[src/rtl/tcp_pkg.sv]
// Shared types, character constants and code tables for the 5-bit text code packer.
`default_nettype none

package tcp_pkg;

    localparam int CODE_BITS   = 5;
    localparam int PEND_DEPTH  = 5;
    localparam int ENT_LEN     = 6;
    localparam int PUNCT_LEN   = 16;
    localparam int QUEUE_DEPTH = 4;

    // Code values
    localparam logic [4:0] CODE_NUL    = 5'd0;
    localparam logic [4:0] CODE_ESC    = 5'd1;
    localparam logic [4:0] CODE_SPACE  = 5'd2;
    localparam logic [4:0] CODE_EOL    = 5'd3;
    localparam logic [4:0] CODE_BAR    = 5'd4;
    localparam logic [4:0] CODE_LETTER = 5'd5;
    localparam logic [4:0] CODE_PUNCT  = 5'd15;
    localparam logic [4:0] CODE_BSLASH = 5'd1;
    localparam logic [4:0] CODE_TAB    = 5'd2;

    // Byte values
    localparam logic [7:0] CH_NUL     = 8'h00;
    localparam logic [7:0] CH_TAB     = 8'h09;
    localparam logic [7:0] CH_LF      = 8'h0A;
    localparam logic [7:0] CH_CR      = 8'h0D;
    localparam logic [7:0] CH_SPACE   = 8'h20;
    localparam logic [7:0] CH_AMP     = 8'h26;
    localparam logic [7:0] CH_ZERO    = 8'h30;
    localparam logic [7:0] CH_NINE    = 8'h39;
    localparam logic [7:0] CH_BSLASH  = 8'h5C;
    localparam logic [7:0] CH_A_LOWER = 8'h61;
    localparam logic [7:0] CH_Z_LOWER = 8'h7A;
    localparam logic [7:0] CH_BAR     = 8'h7C;
    localparam logic [7:0] CH_C2      = 8'hC2;
    localparam logic [7:0] CH_A0      = 8'hA0;

    // "&nbsp;" and "&#160;"
    localparam logic [7:0] ENT_NBSP [ENT_LEN] = '{8'h26, 8'h6E, 8'h62, 8'h73, 8'h70, 8'h3B};
    localparam logic [7:0] ENT_NUM  [ENT_LEN] = '{8'h26, 8'h23, 8'h31, 8'h36, 8'h30, 8'h3B};

    // . , - _ / : ; ? ! @ * $ + = " '
    localparam logic [7:0] PUNCT [PUNCT_LEN] = '{
        8'h2E, 8'h2C, 8'h2D, 8'h5F, 8'h2F, 8'h3A, 8'h3B, 8'h3F,
        8'h21, 8'h40, 8'h2A, 8'h24, 8'h2B, 8'h3D, 8'h22, 8'h27
    };

    typedef struct packed {
        logic [7:0] in_byte;
        logic       last_in;
    } t_in_item;

    typedef struct packed {
        logic [7:0] out_byte;
        logic       last_out;
    } t_out_item;

    // One code on its way from the front to the packer; fin marks the terminator.
    typedef struct packed {
        logic [4:0] code;
        logic       fin;
    } t_code_tok;

    // Codes for one plain character: an escape first when two is set.
    typedef struct packed {
        logic       two;
        logic [4:0] code;
    } t_char_code;

    typedef enum logic [2:0] {
        FE_IDLE,
        FE_START,
        FE_CODE,
        FE_FLUSH,
        FE_FRESH,
        FE_TERM
    } t_fe_state;

    function automatic t_char_code char_code(input logic [7:0] c);
        t_char_code r;
        logic [7:0] t;
        logic       found;
        r.two  = 1'b0;
        r.code = CODE_NUL;
        t      = '0;
        found  = 1'b0;
        priority if (c >= CH_A_LOWER && c <= CH_Z_LOWER) begin
            t      = c - CH_A_LOWER + {3'd0, CODE_LETTER};
            r.code = t[4:0];
        end else if (c >= CH_ZERO && c <= CH_NINE) begin
            t      = c - CH_ZERO + {3'd0, CODE_LETTER};
            r.two  = 1'b1;
            r.code = t[4:0];
        end else if (c == CH_SPACE) begin
            r.code = CODE_SPACE;
        end else if (c == CH_LF || c == CH_CR) begin
            r.code = CODE_EOL;
        end else if (c == CH_BAR) begin
            r.code = CODE_BAR;
        end else if (c == CH_BSLASH) begin
            r.two  = 1'b1;
            r.code = CODE_BSLASH;
        end else if (c == CH_TAB) begin
            r.two  = 1'b1;
            r.code = CODE_TAB;
        end else begin
            for (int i = 0; i < PUNCT_LEN; i++) begin
                if (!found && c == PUNCT[i]) begin
                    found  = 1'b1;
                    r.two  = 1'b1;
                    t      = 8'(i) + {3'd0, CODE_PUNCT};
                    r.code = t[4:0];
                end
            end
        end
        return r;
    endfunction

    // Bytes that open a possible multi-byte pattern.
    function automatic logic opens_pattern(input logic [7:0] c);
        return (c == CH_LF) || (c == CH_CR) || (c == CH_C2) || (c == CH_AMP);
    endfunction

endpackage

`default_nettype wire

[src/rtl/tcp_front.sv]
// Front end: accepts text bytes, matches held patterns and issues 5-bit codes.
`default_nettype none

module tcp_front (
    input  wire logic              i_clk,
    input  wire logic              i_rst_n,
    input  wire logic              i_in_valid,
    output logic                   o_in_stall,
    input  wire tcp_pkg::t_in_item i_in_item,
    output logic                   o_push,
    output tcp_pkg::t_code_tok     o_tok,
    input  wire logic              i_full
);
    import tcp_pkg::*;

    t_fe_state  r_state, n_state;
    t_fe_state  r_plan;
    t_fe_state  r_after;
    logic [7:0] r_byte;
    logic       r_last;
    logic       r_two;
    logic       r_sub;
    logic [2:0] r_idx;
    logic [2:0] r_count;
    logic [7:0] r_pend [PEND_DEPTH];
    logic       r_started;
    logic       r_stopped;

    logic       accept;
    logic [7:0] b;
    logic       lst;

    // classification of the incoming byte against what is held
    t_fe_state  d_target;
    t_fe_state  d_after;
    logic       d_two;
    logic       d_append;
    logic       d_clear;
    logic       m1;
    logic       m2;
    logic [7:0] ent1_k;
    logic [7:0] ent2_k;
    logic       first_eol;

    // per-state work
    t_char_code cc_f;
    t_char_code cc_b;
    logic       fresh_hold;
    logic       seg_done;
    logic       step_done;

    assign b          = i_in_item.in_byte;
    assign lst        = i_in_item.last_in;
    assign o_in_stall = (r_state != FE_IDLE);
    assign accept     = i_in_valid && (r_state == FE_IDLE);

    always_comb begin
        m1     = 1'b1;
        m2     = 1'b1;
        ent1_k = '0;
        ent2_k = '0;
        for (int i = 0; i < PEND_DEPTH; i++) begin
            if (3'(i) < r_count) begin
                if (r_pend[i] != ENT_NBSP[i]) m1 = 1'b0;
                if (r_pend[i] != ENT_NUM[i])  m2 = 1'b0;
            end
        end
        for (int j = 0; j < ENT_LEN; j++) begin
            if (r_count == 3'(j)) begin
                ent1_k = ENT_NBSP[j];
                ent2_k = ENT_NUM[j];
            end
        end
        if (b != ent1_k) m1 = 1'b0;
        if (b != ent2_k) m2 = 1'b0;
    end

    assign first_eol = (r_pend[0] == CH_LF) || (r_pend[0] == CH_CR);

    always_comb begin
        d_target = FE_IDLE;
        d_after  = FE_TERM;
        d_two    = 1'b0;
        d_append = 1'b0;
        d_clear  = 1'b0;
        priority if (b == CH_NUL) begin
            d_target = (r_count != 3'd0) ? FE_FLUSH : FE_TERM;
        end else if (r_count == 3'd0) begin
            d_target = FE_FRESH;
        end else if (first_eol) begin
            if ((r_pend[0] == CH_LF && b == CH_CR) || (r_pend[0] == CH_CR && b == CH_LF)) begin
                d_target = FE_CODE;
                d_clear  = 1'b1;
            end else begin
                d_target = FE_FLUSH;
                d_after  = FE_FRESH;
            end
        end else if (r_pend[0] == CH_C2) begin
            if (b == CH_A0) begin
                d_target = FE_CODE;
                d_two    = 1'b1;
                d_clear  = 1'b1;
            end else begin
                d_target = FE_FLUSH;
                d_after  = FE_FRESH;
            end
        end else if (m1 || m2) begin
            if (r_count == 3'(PEND_DEPTH)) begin
                d_target = FE_CODE;
                d_two    = 1'b1;
                d_clear  = 1'b1;
            end else begin
                // keep collecting the entity; a last byte flushes what is held
                d_append = 1'b1;
                d_target = lst ? FE_FLUSH : FE_IDLE;
            end
        end else begin
            d_target = FE_FLUSH;
            d_after  = FE_FRESH;
        end
    end

    assign cc_f       = char_code(r_pend[r_idx]);
    assign cc_b       = char_code(r_byte);
    assign fresh_hold = opens_pattern(r_byte);

    // outputs of each state
    always_comb begin
        o_push     = 1'b0;
        o_tok.code = CODE_NUL;
        o_tok.fin  = 1'b0;
        seg_done   = 1'b0;
        step_done  = 1'b0;
        unique case (r_state)
            FE_IDLE: begin
            end
            FE_START: begin
                o_tok.code = r_sub ? CODE_NUL : CODE_ESC;
                o_push     = !i_full;
                seg_done   = r_sub && !i_full;
                step_done  = seg_done;
            end
            FE_CODE: begin
                o_tok.code = (r_two && !r_sub) ? CODE_ESC : CODE_EOL;
                o_push     = !i_full;
                seg_done   = (!r_two || r_sub) && !i_full;
                step_done  = seg_done;
            end
            FE_FLUSH: begin
                o_tok.code = (cc_f.two && !r_sub) ? CODE_ESC : cc_f.code;
                o_push     = !i_full;
                seg_done   = (!cc_f.two || r_sub) && !i_full;
                step_done  = seg_done && (r_idx == r_count - 3'd1);
            end
            FE_FRESH: begin
                if (fresh_hold) begin
                    step_done = 1'b1;
                end else begin
                    o_tok.code = (cc_b.two && !r_sub) ? CODE_ESC : cc_b.code;
                    o_push     = !i_full;
                    seg_done   = (!cc_b.two || r_sub) && !i_full;
                    step_done  = seg_done;
                end
            end
            FE_TERM: begin
                o_tok.fin = 1'b1;
                o_push    = !i_full;
                seg_done  = !i_full;
                step_done = seg_done;
            end
            default: begin
            end
        endcase
    end

    always_comb begin
        n_state = r_state;
        unique case (r_state)
            FE_IDLE: begin
                if (accept && !r_stopped) n_state = r_started ? d_target : FE_START;
            end
            FE_START: begin
                if (step_done) n_state = r_plan;
            end
            FE_CODE: begin
                if (step_done) n_state = r_last ? FE_TERM : FE_IDLE;
            end
            FE_FLUSH: begin
                if (step_done) n_state = r_after;
            end
            FE_FRESH: begin
                if (step_done) begin
                    if (r_last) n_state = fresh_hold ? FE_FLUSH : FE_TERM;
                    else        n_state = FE_IDLE;
                end
            end
            FE_TERM: begin
                if (step_done) n_state = FE_IDLE;
            end
            default: n_state = FE_IDLE;
        endcase
    end

    always_ff @(posedge i_clk) begin
        if (!i_rst_n) begin
            r_state   <= FE_IDLE;
            r_plan    <= FE_IDLE;
            r_after   <= FE_TERM;
            r_two     <= 1'b0;
            r_last    <= 1'b0;
            r_sub     <= 1'b0;
            r_idx     <= '0;
            r_count   <= '0;
            r_started <= 1'b0;
            r_stopped <= 1'b0;
        end else begin
            r_state <= n_state;
            if (seg_done)    r_sub <= 1'b0;
            else if (o_push) r_sub <= 1'b1;

            if (accept) begin
                if (r_stopped) begin
                    // drop bytes until the end of the string
                    if (lst) begin
                        r_stopped <= 1'b0;
                        r_started <= 1'b0;
                    end
                end else begin
                    r_last    <= lst;
                    r_two     <= d_two;
                    r_plan    <= d_target;
                    r_after   <= d_after;
                    r_sub     <= 1'b0;
                    r_idx     <= '0;
                    r_started <= !lst;
                    r_stopped <= (b == CH_NUL) && !lst;
                    if (d_clear)  r_count <= '0;
                    if (d_append) r_count <= r_count + 3'd1;
                end
            end

            if (r_state == FE_FLUSH && seg_done) begin
                if (step_done) begin
                    r_idx   <= '0;
                    r_count <= '0;
                end else begin
                    r_idx <= r_idx + 3'd1;
                end
            end

            if (r_state == FE_FRESH && fresh_hold) begin
                r_count <= 3'd1;
                r_after <= FE_TERM;
            end
        end
    end

    always_ff @(posedge i_clk) begin
        if (accept && !r_stopped) r_byte <= b;
        for (int i = 0; i < PEND_DEPTH; i++) begin
            if (accept && !r_stopped && d_append && r_count == 3'(i)) r_pend[i] <= b;
        end
        if (r_state == FE_FRESH && fresh_hold) r_pend[0] <= r_byte;
    end

endmodule

`default_nettype wire

[src/rtl/tcp_fifo.sv]
// Short code queue between the front end and the bit packer.
`default_nettype none

module tcp_fifo #(
    parameter int DEPTH = tcp_pkg::QUEUE_DEPTH
) (
    input  wire logic               i_clk,
    input  wire logic               i_rst_n,
    input  wire logic               i_push,
    input  wire tcp_pkg::t_code_tok i_tok,
    output logic                    o_full,
    input  wire logic               i_pop,
    output tcp_pkg::t_code_tok      o_tok,
    output logic                    o_empty
);
    import tcp_pkg::*;

    localparam int AW = (DEPTH > 1) ? $clog2(DEPTH) : 1;
    localparam int CW = $clog2(DEPTH + 1);

    t_code_tok   r_mem [DEPTH];
    logic [AW-1:0] r_wptr, n_wptr;
    logic [AW-1:0] r_rptr, n_rptr;
    logic [CW-1:0] r_cnt, n_cnt;
    logic          do_push;
    logic          do_pop;

    assign o_full  = (r_cnt == CW'(DEPTH));
    assign o_empty = (r_cnt == '0);
    assign do_push = i_push && !o_full;
    assign do_pop  = i_pop && !o_empty;
    assign o_tok   = r_mem[r_rptr];

    always_comb begin
        n_wptr = r_wptr;
        n_rptr = r_rptr;
        n_cnt  = r_cnt;
        if (do_push) n_wptr = (r_wptr == AW'(DEPTH - 1)) ? '0 : r_wptr + AW'(1);
        if (do_pop)  n_rptr = (r_rptr == AW'(DEPTH - 1)) ? '0 : r_rptr + AW'(1);
        unique case ({do_push, do_pop})
            2'b10:   n_cnt = r_cnt + CW'(1);
            2'b01:   n_cnt = r_cnt - CW'(1);
            default: n_cnt = r_cnt;
        endcase
    end

    always_ff @(posedge i_clk) begin
        if (!i_rst_n) begin
            r_wptr <= '0;
            r_rptr <= '0;
            r_cnt  <= '0;
        end else begin
            r_wptr <= n_wptr;
            r_rptr <= n_rptr;
            r_cnt  <= n_cnt;
        end
    end

    always_ff @(posedge i_clk) begin
        if (do_push) r_mem[r_wptr] <= i_tok;
    end

endmodule

`default_nettype wire

[src/rtl/tcp_back.sv]
// Back end: packs 5-bit codes MSB first into bytes and pads the end of a string.
`default_nettype none

module tcp_back (
    input  wire logic               i_clk,
    input  wire logic               i_rst_n,
    input  wire logic               i_empty,
    output logic                    o_pop,
    input  wire tcp_pkg::t_code_tok i_tok,
    output logic                    o_out_valid,
    input  wire logic               i_out_stall,
    output tcp_pkg::t_out_item      o_out_item
);
    import tcp_pkg::*;

    logic [6:0]  r_acc, n_acc;
    logic [2:0]  r_cnt, n_cnt;
    logic        r_ov, n_ov;
    logic        r_pad_v, n_pad_v;
    logic [7:0]  r_ob, n_ob;
    logic        r_ol, n_ol;
    logic [7:0]  r_pad, n_pad;

    logic        slot;
    logic [11:0] a;
    logic [3:0]  n;
    logic        emit;
    logic [3:0]  sh0;
    logic [11:0] shr;
    logic [7:0]  byte0;
    logic [2:0]  n2;
    logic [6:0]  rem;
    logic [3:0]  shp;
    logic [14:0] padw;
    logic [7:0]  pad;

    assign slot  = !r_ov || !i_out_stall;
    assign o_pop = slot && !r_pad_v && !i_empty;

    assign a     = {r_acc, i_tok.code};
    assign n     = {1'b0, r_cnt} + 4'(CODE_BITS);
    assign emit  = (n >= 4'd8);
    assign sh0   = n - 4'd8;
    assign shr   = a >> sh0[2:0];
    assign byte0 = shr[7:0];
    assign n2    = emit ? sh0[2:0] : n[2:0];
    assign rem   = a[6:0] & (7'h7F >> (3'd7 - n2));
    assign shp   = 4'd8 - {1'b0, n2};
    assign padw  = {8'd0, rem} << shp;
    assign pad   = padw[7:0];

    always_comb begin
        n_acc   = r_acc;
        n_cnt   = r_cnt;
        n_ov    = r_ov;
        n_pad_v = r_pad_v;
        n_ob    = r_ob;
        n_ol    = r_ol;
        n_pad   = r_pad;
        if (slot) begin
            n_ov = 1'b0;
            if (r_pad_v) begin
                n_ob    = r_pad;
                n_ol    = 1'b1;
                n_ov    = 1'b1;
                n_pad_v = 1'b0;
            end else if (o_pop) begin
                if (i_tok.fin) begin
                    n_acc = '0;
                    n_cnt = '0;
                end else begin
                    n_acc = rem;
                    n_cnt = n2;
                end
                if (emit) begin
                    n_ob = byte0;
                    n_ol = i_tok.fin && (n2 == 3'd0);
                    n_ov = 1'b1;
                    // hold the padded tail until the byte before it has been taken
                    if (i_tok.fin && n2 != 3'd0) begin
                        n_pad   = pad;
                        n_pad_v = 1'b1;
                    end
                end else if (i_tok.fin) begin
                    n_ob = pad;
                    n_ol = 1'b1;
                    n_ov = 1'b1;
                end
            end
        end
    end

    always_ff @(posedge i_clk) begin
        if (!i_rst_n) begin
            r_acc   <= '0;
            r_cnt   <= '0;
            r_ov    <= 1'b0;
            r_pad_v <= 1'b0;
        end else begin
            r_acc   <= n_acc;
            r_cnt   <= n_cnt;
            r_ov    <= n_ov;
            r_pad_v <= n_pad_v;
        end
    end

    always_ff @(posedge i_clk) begin
        r_ob  <= n_ob;
        r_ol  <= n_ol;
        r_pad <= n_pad;
    end

    assign o_out_valid         = r_ov;
    assign o_out_item.out_byte = r_ob;
    assign o_out_item.last_out = r_ol;

endmodule

`default_nettype wire

[src/rtl/text_5bit_code_packer_top.sv]
// Top level of the 5-bit text code packer: front end, code queue and bit packer.
//
// Input channel (i_in_valid / o_in_stall / i_in_item) takes one text byte per item,
// with last_in on the final byte of a string. Output channel (o_out_valid /
// i_out_stall / o_out_item) delivers packed bytes, 5-bit codes MSB first, with
// last_out on the final, zero-padded byte of each string.
// The front end issues one code per cycle into a short queue unless it is full,
// and takes no new byte until it has issued every code for the last: one for a
// letter, space or line end, two for an escaped character, two more for the starter
// at the head of a string, those of each held byte when a pattern match fails, and
// one for the terminator. A byte that extends a pending pattern issues no code.
// The packer takes one code per cycle unless the output stalls; a packed byte
// appears the cycle after its last code, the zero-padded tail once that is taken.
// Reset clears the queue, the pending pattern, the bit accumulator and the string
// flags; the first byte after reset starts a new string.
// When the receiver stalls, the output item holds, the packer stops draining the
// queue, and once the queue fills the front end holds o_in_stall high.
`default_nettype none

module text_5bit_code_packer_top #(
    parameter int QUEUE_DEPTH = tcp_pkg::QUEUE_DEPTH
) (
    input  wire logic               i_clk,
    input  wire logic               i_rst_n,
    input  wire logic               i_in_valid,
    output logic                    o_in_stall,
    input  wire tcp_pkg::t_in_item  i_in_item,
    output logic                    o_out_valid,
    input  wire logic               i_out_stall,
    output tcp_pkg::t_out_item      o_out_item
);
    import tcp_pkg::*;

    logic      q_push;
    t_code_tok q_tok_in;
    logic      q_full;
    logic      q_pop;
    t_code_tok q_tok_out;
    logic      q_empty;

    tcp_front u_front (
        .i_clk      (i_clk),
        .i_rst_n    (i_rst_n),
        .i_in_valid (i_in_valid),
        .o_in_stall (o_in_stall),
        .i_in_item  (i_in_item),
        .o_push     (q_push),
        .o_tok      (q_tok_in),
        .i_full     (q_full)
    );

    tcp_fifo #(
        .DEPTH (QUEUE_DEPTH)
    ) u_fifo (
        .i_clk   (i_clk),
        .i_rst_n (i_rst_n),
        .i_push  (q_push),
        .i_tok   (q_tok_in),
        .o_full  (q_full),
        .i_pop   (q_pop),
        .o_tok   (q_tok_out),
        .o_empty (q_empty)
    );

    tcp_back u_back (
        .i_clk       (i_clk),
        .i_rst_n     (i_rst_n),
        .i_empty     (q_empty),
        .o_pop       (q_pop),
        .i_tok       (q_tok_out),
        .o_out_valid (o_out_valid),
        .i_out_stall (i_out_stall),
        .o_out_item  (o_out_item)
    );

    a_no_push_full: assert property (@(posedge i_clk) disable iff (!i_rst_n)
        q_push |-> !q_full)
        else $error("code pushed into a full queue");

    a_no_pop_empty: assert property (@(posedge i_clk) disable iff (!i_rst_n)
        q_pop |-> !q_empty)
        else $error("code popped from an empty queue");

    a_term_ends_item: assert property (@(posedge i_clk) disable iff (!i_rst_n)
        (q_push && q_tok_in.fin) |=> !o_in_stall)
        else $error("front end not ready after issuing the terminator");

endmodule

`default_nettype wire

[config.mk]
export PLATFORM = sky130hd
export DESIGN_NAME = text_5bit_code_packer_top
export DESIGN_NICKNAME = d
export VERILOG_FILES = /design/src/rtl/tcp_pkg.sv /design/src/rtl/tcp_front.sv /design/src/rtl/tcp_fifo.sv /design/src/rtl/tcp_back.sv /design/src/rtl/text_5bit_code_packer_top.sv
export SDC_FILE = /design/constraint.sdc
export NUM_CORES = 1
export LEC_CHECK = 0
export ABC_AREA = 1
export BUFFER_PORTS_ARGS = -buffer_cell sky130_fd_sc_hd__clkbuf_2
export CORE_MARGIN = 4
export CORE_UTILIZATION = 58
export CTS_CLUSTER_SIZE = 10
export DETAILED_ROUTE_END_ITERATION = 8
export PLACE_DENSITY = 0.88
export RECOVER_POWER = 25
export SYNTH_ARGS = -nofsm -noshare
export SYNTH_HDL_FRONTEND = slang
export SYNTH_HIERARCHICAL = 1
export SYNTH_SLANG_ARGS = --single-unit
export TNS_END_PERCENT = 100
[constraint.sdc]
create_clock -name i_clk -period 3.8 [get_ports i_clk]
set_input_delay 0.57 -clock i_clk [delete_from_list [all_inputs] [get_ports i_clk]]
set_output_delay 0.57 -clock i_clk [all_outputs]
set_load 0.1 [all_outputs]
# Word level (Yosys, flattened, before mapping)
# Memories as Yosys holds them, arrays and structs flattened. A register that Yosys moved wholly into a read port is not among the register bits.
# Index checks and enable logic that the tools add are counted.
dict set report totals {
  romBits 0
  ff_bits 64
  wordCells 744
  latch_bits 0
  out_inout_bits 11
  mem_count 2
  ram_bits 64
  in_bits 13
}
# memory words width rd rd_ports_with_merged_regs wr line
set memory_table {}
lappend memory_table {u_front.r_pend 5 8 6 1 1 tcp_front.sv:25} ;# logic [7:0] r_pend [PEND_DEPTH];
lappend memory_table {u_fifo.r_mem 4 6 1 1 1 tcp_fifo.sv:21} ;# t_code_tok r_mem [DEPTH];
dict set report op_classes {
  mux 454
  n_div 0
  shift 3
  add_sub_neg 19
  n_reduce_logical 138
  bitwise_logic 5
  n_mul 0
  eq_ne 87
  order_cmp 14
}
# operator count
set op_table {}
lappend op_table {{$mux W1} 333}
lappend op_table {{$mux W6} 44}
lappend op_table {{$eq A8 B6 Y1 const B} 31}
lappend op_table {{$mux W3} 39}
lappend op_table {{$eq A8 B4 Y1 const B} 10}
lappend op_table {{$mux W8} 9}
lappend op_table {{$eq A8 B7 Y1 const B} 8}
lappend op_table {{$logic_and A1 B1 Y1} 61}
lappend op_table {{$mux W5} 11}
lappend op_table {{$mux W7} 6}
lappend op_table {{$logic_not A1 Y1} 41}
lappend op_table {{$ne A8 B6 Y1 const B} 5}
lappend op_table {{$ne A8 B7 Y1 const B} 4}
lappend op_table {{$reduce_or A8 Y1} 4}
lappend op_table {{$eq A8 B8 Y1 const B} 3}
lappend op_table {{$add A5 B3 Y5 const B} 4}
lappend op_table {{$pmux W5 S4} 1}
lappend op_table {{$pmux W3 S6} 1}
lappend op_table {{$ge A8 B6 Y1 const B} 2}
lappend op_table {{$ge A8 B7 Y1 const B} 2}
lappend op_table {{$le A8 B6 Y1 const B} 2}
lappend op_table {{$le A8 B7 Y1 const B} 2}
lappend op_table {{$eq A3 B3 Y1 const B} 5}
lappend op_table {{$eq A3 B2 Y1 const B} 4}
lappend op_table {{41 further kinds} 88}

# Longest topological paths before layout
dict set report depth {
  ltp_word 169
  mapped_depth 27
  depth_no_buf 26
}

# Hierarchy
# The synthesis kept the hierarchy.
# mod cells_each area_per_inst_um2 instances seq_area_each_um2
set modules_own_cells {}
lappend modules_own_cells {tcp_front 786 5634.2 1 1861.8}
lappend modules_own_cells {tcp_back 276 1939.4 1 750.7}
lappend modules_own_cells {tcp_fifo 128 1392.6 1 900.9}

# Worst setup path before layout
# Ideal clock, no wire load.
dict set report synth_path {
  path_type {register -> register}
  startpoint {register (tool-made name)}
  endpoint {memory u_fifo/r_mem[0][1] (netlist bit) (data pin)}
  arrival_time_ns 3.328
  t_required_ns 3.522
  stages_incl_launch_ff 26
  path_buffers 2
  synth_period_minus_slack_ns 3.606
  setup_ns 0.278
  path_slack_ns 0.194
  path_cell_list {dfxtp_1 -> inv_2 -> clkbuf_1 -> a21oi_1 -> o21ai_0 -> o21ai_0 -> nand2_1 -> o21ai_0 -> ha_1 -> clkbuf_1 -> nand2_1 -> inv_1 -> o31ai_4 -> nand4_4 -> nor2_4 -> nand4_4 -> nor2_4 -> nand3_2 -> nor2_4 -> nand3_2 -> nand2_2 -> nand2_4 -> nand2_4 -> o21ai_0 -> o21ai_1 -> nand3_1}
}
# element line
set synth_rtl {}
lappend synth_rtl {{to (decl)} tcp_fifo.sv:21}

==> metrics.yaml <==
fillerInstances: 1188
synth_top_area_share_pct: 29.8
setup_ws_ns: 0.170
clockRootBuffer: "clkbuf_16"
syn-num-nets: 1243
grt_pass1_vias: 7914
start_util_pct: 59.2
layout_commonest_cell: "nand2_1"
clkLatencyLatePin_ns: 0.42
h-tree-depth: 4
numCtsBuffers: 17
wl_per_cell_um: 16.1
tightest_slew_ns: 0.792
yosys.area.top_type: "edfxtp_1"
seqCellArea_um2: 3520
row_count: 45
drv_cap: 0
drtIter0Drc: 859
async_flop_share_pct: 0
dieArea_um2: 17500
syn_area_um2: 8970
hold_viol: 0
timing.critical_path.from_type: "register"
placed_cell_area_um2: 9320
grt_usage_pct: 25.7
reg2reg_depth: 24
multi_input_area_um2: 4680
critical_path.top_delay_family: "simple AND/OR/NAND/NOR gates"
place_ws_ns: -0.00165
synth-main-ff-cell: "edfxtp_1"
port_buffers: 23
crit_path_end: "u_fifo/r_mem[1][1]$_DFFE_PP_"
final_cell_mix: "229 x nand2_1, 174 x inv_1, 153 x nor2_1, 89 x edfxtp_1, 85 x nand3_1"
holdPathStages: 3
grt_max_degree: 20
p_seq_share_pct: 31.6
fp.coreArea_um2: 15100
clkPwrFrac_pct: 24.1
grt-ovfl-total: 0
p_int_mw: 3.60
setup_violations: 0
synth_edf_count: 89
finalCritPeriodShare_pct: 95.5
max-slew-margin-rel_pct: 47.2
cp-end-kind: "register"
vias: 8433
ys_top_cells_by_area: "edfxtp_1 30%, nand2_1 9.7%, dfxtp_1 9.4%, inv_1 7.3%, nor2_1 6.4%"
cp.depth: 24
skew_ns: 0.0103
powerDensity_nw_per_um2: 658
route.detailed.drc: 0
critPathBufInv: 4
cp_max_fo: 7
swShare_pct: 45.3
clk_path_buf_depth: 2
switchingPower_mw: 2.98
first_pass_iters: 6
ys.warnings.count: 6
ys_seq_area_share_pct: 39.2
dp_hpwl_um: 17000
ys_types: 59
cts.sinks: 131
synthCells: 1190
timing.fmax_ghz: 0.275
setup_tns_ns: 0
min_period_ns: 3.63
ys_ff_latch: 131
antenna_found_initial: 0
r2r_slack_ns: 0.17
crit_arrival_ns: 3.77
layout-drive-gt1-share_pct: 11.5
power.leakage_nw: 4.47
clkTransAtPathRegs_ns: 0.06
status: "finished clean"
syn_area_per_cell_um2: 7.53
required_ns: 3.94
drv_slew: 0
viasPerCell: 5.88
antenna_cells: 0
slowest_stage: "dfxtp_4"
crit_chain: "buf_4 -> nor2_1 -> o22ai_1 -> nand2_1 -> o21ai_0 -> inv_1 -> buf_4 -> ha_4 -> nand2_2 -> inv_1 -> o31ai_4 -> nand4_4 -> nor2_4 -> nand4_4 -> nor2_4 -> nand3_2 -> nor2_4 -> nand3_2 -> nand2_2 -> nand2_4 -> nand2_4 -> o21ai_0 -> o21ai_1 -> nand3_2"
die_w_um: 132
drt-total-wl_um: 23100
grt_pass1_wl_um: 37300
worst_ir_drop_vdd_mv: 0.614
path_class: "register to register"
min_path_type: "primary input to register"
slowest_delay_ns: 0.40
tritoncts: "done"
io_pins: 24
timing.hold.ws_ns: 0.424
final_nets: 1287
fin_util_pct: 65.9
combPwrFrac_pct: 44.3
cts_hold_buf: 0
gp_congestion: 0.985
fin_area_um2: 9990
die-height_um: 132
ant_nets: 0
regToRegEndpoint: "u_fifo/r_mem[1][1]$_DFFE_PP_"
area_delta_synth_final_pct: 11.4
==> synthesized netlist by cell type (2+ instances only) <==
cell type / n
nand2_1: 232
inv_1: 175
nor2_1: 153
edfxtp_1: 89
nand3_1: 86
o21ai_0: 74
a21oi_1: 49
dfxtp_1: 42
ha_1: 39
nand4_1: 29
nor3_1: 22
xor2_1: 15
nand2_2: 13
nor4_1: 13
o22ai_1: 13
o21ai_1: 11
buf_2: 10
o211ai_1: 10
a31oi_1: 8
inv_2: 8
nand3_2: 8
nor2_2: 8
nand2_4: 7
a211oi_1: 6
a22oi_1: 5
buf_4: 5
clkbuf_1: 5
nand3b_1: 5
nor2_4: 5
o31ai_1: 5
xnor2_1: 4
a21oi_2: 3
o21a_1: 3
a21boi_0: 2
nand4_4: 2
o21ai_2: 2
or2_2: 2
==> sequential cells by signal, summed over array words and instances (netlist names), 2 cells and up, named ones only <==
| signal | cells |
|---|---|
| u_back/r_acc | 7 |
| u_back/r_cnt | 3 |
| u_back/r_ob | 8 |
| u_back/r_pad | 8 |
| u_fifo/r_cnt | 3 |
| u_fifo/r_mem | 24 |
| u_fifo/r_rptr | 2 |
| u_fifo/r_wptr | 2 |
| u_front/r_byte | 8 |
| u_front/r_count | 3 |
| u_front/r_idx | 3 |
| u_front/r_pend | 40 |
| u_front/r_plan | 3 |
| u_front/r_state | 3 |
==> repair_timing <==
item / in CTS / in global routing
gates resized for setup: 1 / 19
pin swaps: 0 / 4
endpoints found under the setup margin: 8 / 29
buffers inserted: 0 / 8
==> metrics by stage <==
step	std cells	total power, mW
final	1435	6.57
after global routing	1435	6.98
after CTS	1427	6.53
after detailed placement	1395	4.94
after global placement	1395	4.87
after floorplan	1190	4.33
==> cell type report <==
| class | instances | share of cell area [%] |
|---|---|---|
| multi-input combinational | 852 | 46.9 |
| sequential | 131 | 35.2 |
| inverter | 185 | 7.03 |
| clock buffer | 18 | 4.30 |
| timing repair buffer | 47 | 2.78 |
| tap | 188 | 2.36 |
| clock inverter | 14 | 1.44 |
==> worst min-delay path, stage by stage <==
cell	delay (ns)
clkbuf_2	0.09
a31oi_1	0.07
nor2_1	0.07
==> power by group through the flow <==
| stage | combinational (mW) | sequential (mW) | clock (mW) |
|---|---|---|---|
| floorplan | 1.93 | 2.40 | 0 |
| global placement | 2.79 | 2.09 | 0 |
| detailed placement | 2.84 | 2.10 | 0 |
| CTS | 2.87 | 2.07 | 1.60 |
| global route | 3.21 | 2.11 | 1.67 |
| finish | 2.91 | 2.08 | 1.58 |
==> logic make-up after synthesis <==
| kind of cell | Yosys count | share of synthesized area, % |
|---|---|---|
| xor+xnor | 20 | 2.16 |
| simple gates | 592 | 30.8 |
| compound gates | 200 | 13.1 |
| flops | 131 | 39.2 |
| buf+inv | 207 | 9.13 |
| fa+ha+maj | 40 | 5.67 |
==> worst min-delay path by stage <==
stage / from / end / slack (ns)
after CTS: i_in_valid / u_front/r_stopped$_SDFFE_PN0P_ / 0.41
after detailed placement: u_front/r_stopped$_SDFFE_PN0P_ / u_front/r_stopped$_SDFFE_PN0P_ / 0.46
after global routing: i_in_valid / u_front/r_stopped$_SDFFE_PN0P_ / 0.48
after floorplan: u_front/r_stopped$_SDFFE_PN0P_ / u_front/r_stopped$_SDFFE_PN0P_ / 0.44
after global placement: u_front/r_stopped$_SDFFE_PN0P_ / u_front/r_stopped$_SDFFE_PN0P_ / 0.45
final: i_in_valid / u_front/r_stopped$_SDFFE_PN0P_ / 0.42
==> per-layer routing <==
metal	track usage [%]	up-vias	wire length, um
li1	-	4093	-
met3	3.82	70	1620
met1	31.5	3835	9140
met5	0	-	0
met4	10.6	0	673
met2	45.2	435	11600
Power figures use the tool's default switching activity.
